$ cat config.mk
export PLATFORM = sky130hd
export DESIGN_NAME = sactc_ctrl
export DESIGN_NICKNAME = d
export VERILOG_FILES = /design/src/assert_macros.svh /design/src/sactc_pkg.sv /design/src/sactc_ctrl.sv
export SDC_FILE = /design/constraint.sdc
export NUM_CORES = 1
export LEC_CHECK = 0
export BUFFER_PORTS_ARGS = -buffer_cell sky130_fd_sc_hd__buf_4
export CORE_AREA = 2 2 39 41
export CTS_CLUSTER_SIZE = 16
export DETAILED_ROUTE_END_ITERATION = 7
export DIE_AREA = 0 0 41 43
export GPL_TIMING_DRIVEN = 0
export PLACE_DENSITY_LB_ADDON = 0.3
export SETUP_SLACK_MARGIN = 0.3
export SYNTH_ARGS = -nofsm -noshare
export SYNTH_HDL_FRONTEND = slang
export SYNTH_SLANG_ARGS = --single-unit
export TNS_END_PERCENT = 100
$ cat constraint.sdc
create_clock -name clk -period 2.2 [get_ports clk]
set_input_delay 0.44 -clock clk [delete_from_list [all_inputs] [get_ports clk]]
set_output_delay 0.44 -clock clk [all_outputs]
set_load 0.02 [all_outputs]
$ cat src/assert_macros.svh
// Assertion macros shared by the cache tag controller.
`ifndef ASSERT_MACROS_SVH
`define ASSERT_MACROS_SVH
// Implication checked at every clock edge outside reset.
`define SACTC_ASSERT_IMPL(label, ante, cons, msg) \
  label: assert property (@(posedge clk) disable iff (!rst_n) (ante) |-> (cons)) \
    else $error(msg);
// Implication checked in the cycle after the antecedent.
`define SACTC_ASSERT_NEXT(label, ante, cons, msg) \
  label: assert property (@(posedge clk) disable iff (!rst_n) (ante) |=> (cons)) \
    else $error(msg);
`endif

$ cat src/sactc_pkg.sv
// Package of shared types and constants for the cache tag controller.
package sactc_pkg;
  localparam int DEF_WAYS = 4;
  localparam int DEF_SETS = 64;
  localparam int DEF_OFFSET_BITS = 5;
  localparam int DEF_COUNTER_BITS = 16;
  localparam int ADDR_W = 32;
  localparam int SET_OUT_W = 6;
  localparam int WAY_OUT_W = 2;
  localparam int POLICY_W = 3;
  localparam int CFG_ADDR_W = 1;
  localparam logic [CFG_ADDR_W-1:0] REG_POLICY = 1'b0;
  localparam logic [CFG_ADDR_W-1:0] REG_HASH = 1'b1;
  localparam logic [POLICY_W-1:0] POL_FIFO = 3'd0;
  localparam logic [POLICY_W-1:0] POL_RANDOM = 3'd1;
  localparam logic [POLICY_W-1:0] POL_LRU = 3'd2;
  localparam logic [POLICY_W-1:0] POL_LFU = 3'd3;
  localparam logic [POLICY_W-1:0] POL_LRU_MRU = 3'd4;
  localparam logic [15:0] LFSR_SEED = 16'hACE1;

  typedef enum logic [2:0] {
    ST_CLEAR, ST_IDLE, ST_READ, ST_LOOKUP, ST_PROMOTE, ST_WRITE, ST_OUT
  } state_t;

  typedef struct packed {
    logic clear;
    logic load;
    logic rd;
    logic lookup;
    logic promote;
    logic wr;
    logic out_load;
  } cmd_t;

  typedef struct packed {
    logic out_busy;
    logic clear_done;
  } status_t;
endpackage

$ cat src/sactc_ctrl.sv
// Controller state machine that sequences one request through the datapath.
module sactc_ctrl import sactc_pkg::*; (
  input  logic    clk,
  input  logic    rst_n,
  input  logic    in_valid,
  output logic    in_stall,
  input  status_t status,
  output cmd_t    cmd
);
  state_t state_r, state_nxt;

  always_ff @(posedge clk) begin
    if (!rst_n) begin
      state_r <= ST_CLEAR;
    end else begin
      state_r <= state_nxt;
    end
  end

  always_comb begin
    state_nxt = state_r;
    unique case (state_r)
      ST_CLEAR:   if (status.clear_done) state_nxt = ST_IDLE;
      ST_IDLE:    if (in_valid) state_nxt = ST_READ;
      ST_READ:    state_nxt = ST_LOOKUP;
      ST_LOOKUP:  state_nxt = ST_PROMOTE;
      ST_PROMOTE: state_nxt = ST_WRITE;
      ST_WRITE:   state_nxt = ST_OUT;
      ST_OUT:     if (!status.out_busy) state_nxt = ST_IDLE;
      default:    state_nxt = ST_IDLE;
    endcase
  end

  always_comb begin
    cmd = '0;
    in_stall = 1'b1;
    unique case (state_r)
      ST_CLEAR:   cmd.clear = 1'b1;
      ST_IDLE: begin
        in_stall = 1'b0;
        cmd.load = in_valid;
      end
      ST_READ:    cmd.rd = 1'b1;
      ST_LOOKUP:  cmd.lookup = 1'b1;
      ST_PROMOTE: cmd.promote = 1'b1;
      ST_WRITE:   cmd.wr = 1'b1;
      ST_OUT:     cmd.out_load = !status.out_busy;
      default:    in_stall = 1'b1;
    endcase
  end
endmodule

# Yosys cells after proc, flatten, opt, wreduce, memory -nomap -nowiden
# Index checks and enable logic that the tools add are counted.
# totals
reg_bits	3
output_inout_bits	8
word_cells	25
# classes
n_mux	12
eq_ne	9
reduce_logical	3
# ops
op	count
one-hot mux 3 bit (7 select lines)	1
== test 3 bit (second input constant)	3
two-way mux 3 bit	3
two-way mux 1 bit	8
== test 3 x 2 -> 1 bit (second input constant)	2
!= test 2 bit (second input constant)	3
== test 3 x 1 -> 1 bit (second input constant)	1
logical NOT 3 bit	1
AND reduction 3 bit	1
logical NOT 1 bit	1

# Depth between registers and ports, before layout
# logic_depth
depth_word	3
mapped_depth	6
depth_no_buf	6

# Worst setup path before layout
# OpenSTA, ideal clock, no wires.
# synth_path
path_type	register to output
startpoint	register state_r[0]
endpoint	output cmd[0] (netlist name)
arrival_ns	1.053
path_stages_with_launch	4
setup_slack_ns	0.707
path_cell_list	dfxtp_1 > buf_2 > nand2b_1 > nor3_1
# synth_rtl
item	line_no	rtl
start, declared	sactc_ctrl.sv:10	state_t state_r, state_nxt;
start signal, assigned	sactc_ctrl.sv:16	state_r <= state_nxt;
end, declared	sactc_ctrl.sv:8	output cmd_t cmd

==> run metrics <==
status=finished, final reports clean; diode count=0; CTS Hold Bufs=0; Max-cap violations=0; final core occ=between 20% and 30%; Hold Crit Class=input pin to flop; drt via density=~4.6; power per cell area=~530 nW/µm²; total gr overflow=0; total negative slack=0 ns; post-CTS sizing=0; commonest cells after routing, fill and taps aside=buf_4, nor3_1, nor2_1, clkbuf_4, dfxtp_1; Setup Viol. Count Final=0; I/O Buffers=12; Initial Util=between 10% and 20%; DP Cell Count=62; max_slew headroom=84.9%; wire length on met1=between 200 and 300 µm; uppermost layer routed=met3; Initial DRC Count=2; Max FO, Critical Path=7; Final Hold Slack=between 0.4 and 0.5 ns; first-pass GRT wire length=approximately 1100 µm; EDFF count, synth=0; drt wl/cell=roughly 10 µm; Setup crit end kind=output port; Final Max Slew Viols=0; WL final=approximately 650 µm; die width=roughly 41 µm; synth-to-layout area growth=54.5%; final period utilization=~75%; met3 wire length=22 µm; Routed met2 length=roughly 340 µm; Via Count=303; CTS tree=yes; gpl congestion=roughly 0.74; register area share after synthesis=24.0%; max FFs per register=3; GRT Resource Usage Total=under 10%; antenna violations before repair=0; Worst Path Required=~1.8 ns; share of cells above drive strength 1=38.0%; first drt pass iteration count=3; Max VDD drop=approximately 0.18 mV; synthesis warning total=0; CTS Buf Count=3; worst-margin pin slew=about 0.23 ns; synth unique cells=21; post-route ant nets=0; WP data arrival=about 1.2 ns; Synth Instances=34; dpl cell area=360 µm²; Final nets=57; async set-reset flop share out of synthesis=0%; Period minus WS final=roughly 1.7 ns; clock root buffer=clkbuf_4; Top-Level Pins=13; full die area=approximately 1800 µm²; Final Hold Vio Count=0; clock tree buffer depth=2; H-tree depth=1; fin area=around 390 µm²; row cnt=14; Setup Crit Path Kind=flop to output port; vias in the first global route=275; clock latency on the worst-skew pair=0.23 ns; Synth Register Bits=3; CP Launch Type=flop; largest net degree at the start of global routing=11; # clock sinks=3; Worst-path clk slew=0.04 ns; Post-DP HPWL=around 520 µm; core area=around 1400 µm²; area of the mapped netlist=about 250 µm²; Largest Register=state_r; Final Non-Filler Cells=66; DRC Markers=0; Setup Skew=roughly 0.0011 ns; fmax=around 0.60 GHz; ys flop type=dfxtp_1; Die Height=roughly 43 µm; syn_area_per_cell=~7.4 µm²; RSZ-0062 raised after global routing=no; Synth Net Count=40; leakage power=between 0.15 and 0.2 nW; commonest non-fill, non-tap cell in the layout=buf_4; total setup buffers inserted after CTS=0; Largest regs=state_r (3)
per-layer routing:
metal | track usage (%) | vias to the layer above
met5 | 0 | -
met1 | 10.9 | 141
li1 | - | 158
met3 | 3.14 | 0
met4 | 6.00 | 0
met2 | 13.1 | 4
synth_stat cells, types with 2 or more instances:
library cell | count | area share [%]
nand2_1 | 2 | 3.0
nor2_1 | 4 | 6.0
buf_2 | 2 | 4.0
dfxtp_1 | 3 | 24
nand2b_1 | 2 | 5.0
nor3_1 | 4 | 8.0
a31oi_1 | 2 | 5.0
a21oi_1 | 2 | 4.0
critical path, stage by stage, from the launching register on:
cell and delay, ns:
dfxtp_1 0.42, inv_1 0.16, nor3_1 0.22, buf_4 0.19
where the power goes:
part	total [mW]	switching, mW	internal, mW
registers	0.0600	0.00252	0.0575
logic	0.0503	0.0260	0.0243
clock network	0.0944	0.0265	0.0678
through the flow:
step,total power [mW],setup WS [ns]
floorplan,0.0902,0.707
global placement,0.112,0.586
detailed placement,0.112,0.620
CTS,0.211,0.522
global route,0.222,0.430
finish,0.205,0.540
layout make-up:
type	count	area [µm²]
Buffer	2	10.0
Clock buffer	4	26.3
Fill cell	156	997
Multi-Input combinational cell	28	176
Sequential cell	3	60.1
Tap cell	16	20.0
Timing Repair Buffer	12	90.1
Inverter	1	3.75
final timing paths:
| kind | start | to | slack (ns) | cells past startpoint |
|---|---|---|---|---|
| setup / recovery | state_r[1] | cmd[4] | 0.54 | 3 |
| setup reg to reg | state_r[1] | state_r[1] | 0.62 | 6 |
| hold / removal | rst_n | state_r[1] | 0.49 | 2 |
| hold reg to reg | state_r[1] | state_r[2] | 0.62 | 2 |
cell families (layout without fill, tap and decap cells):
family / after synthesis / in the layout / synth area share (%)
AOI/OAI and AO/OA: 9 / 9 / 23.0
and+or+nand+nor: 18 / 18 / 42.5
buffers and inverters: 3 / 19 / 5.50
adders and majority gates: 1 / 1 / 5.00
DFF: 3 / 3 / 24.0
Note: power is estimated with default switching activity, not from simulation.
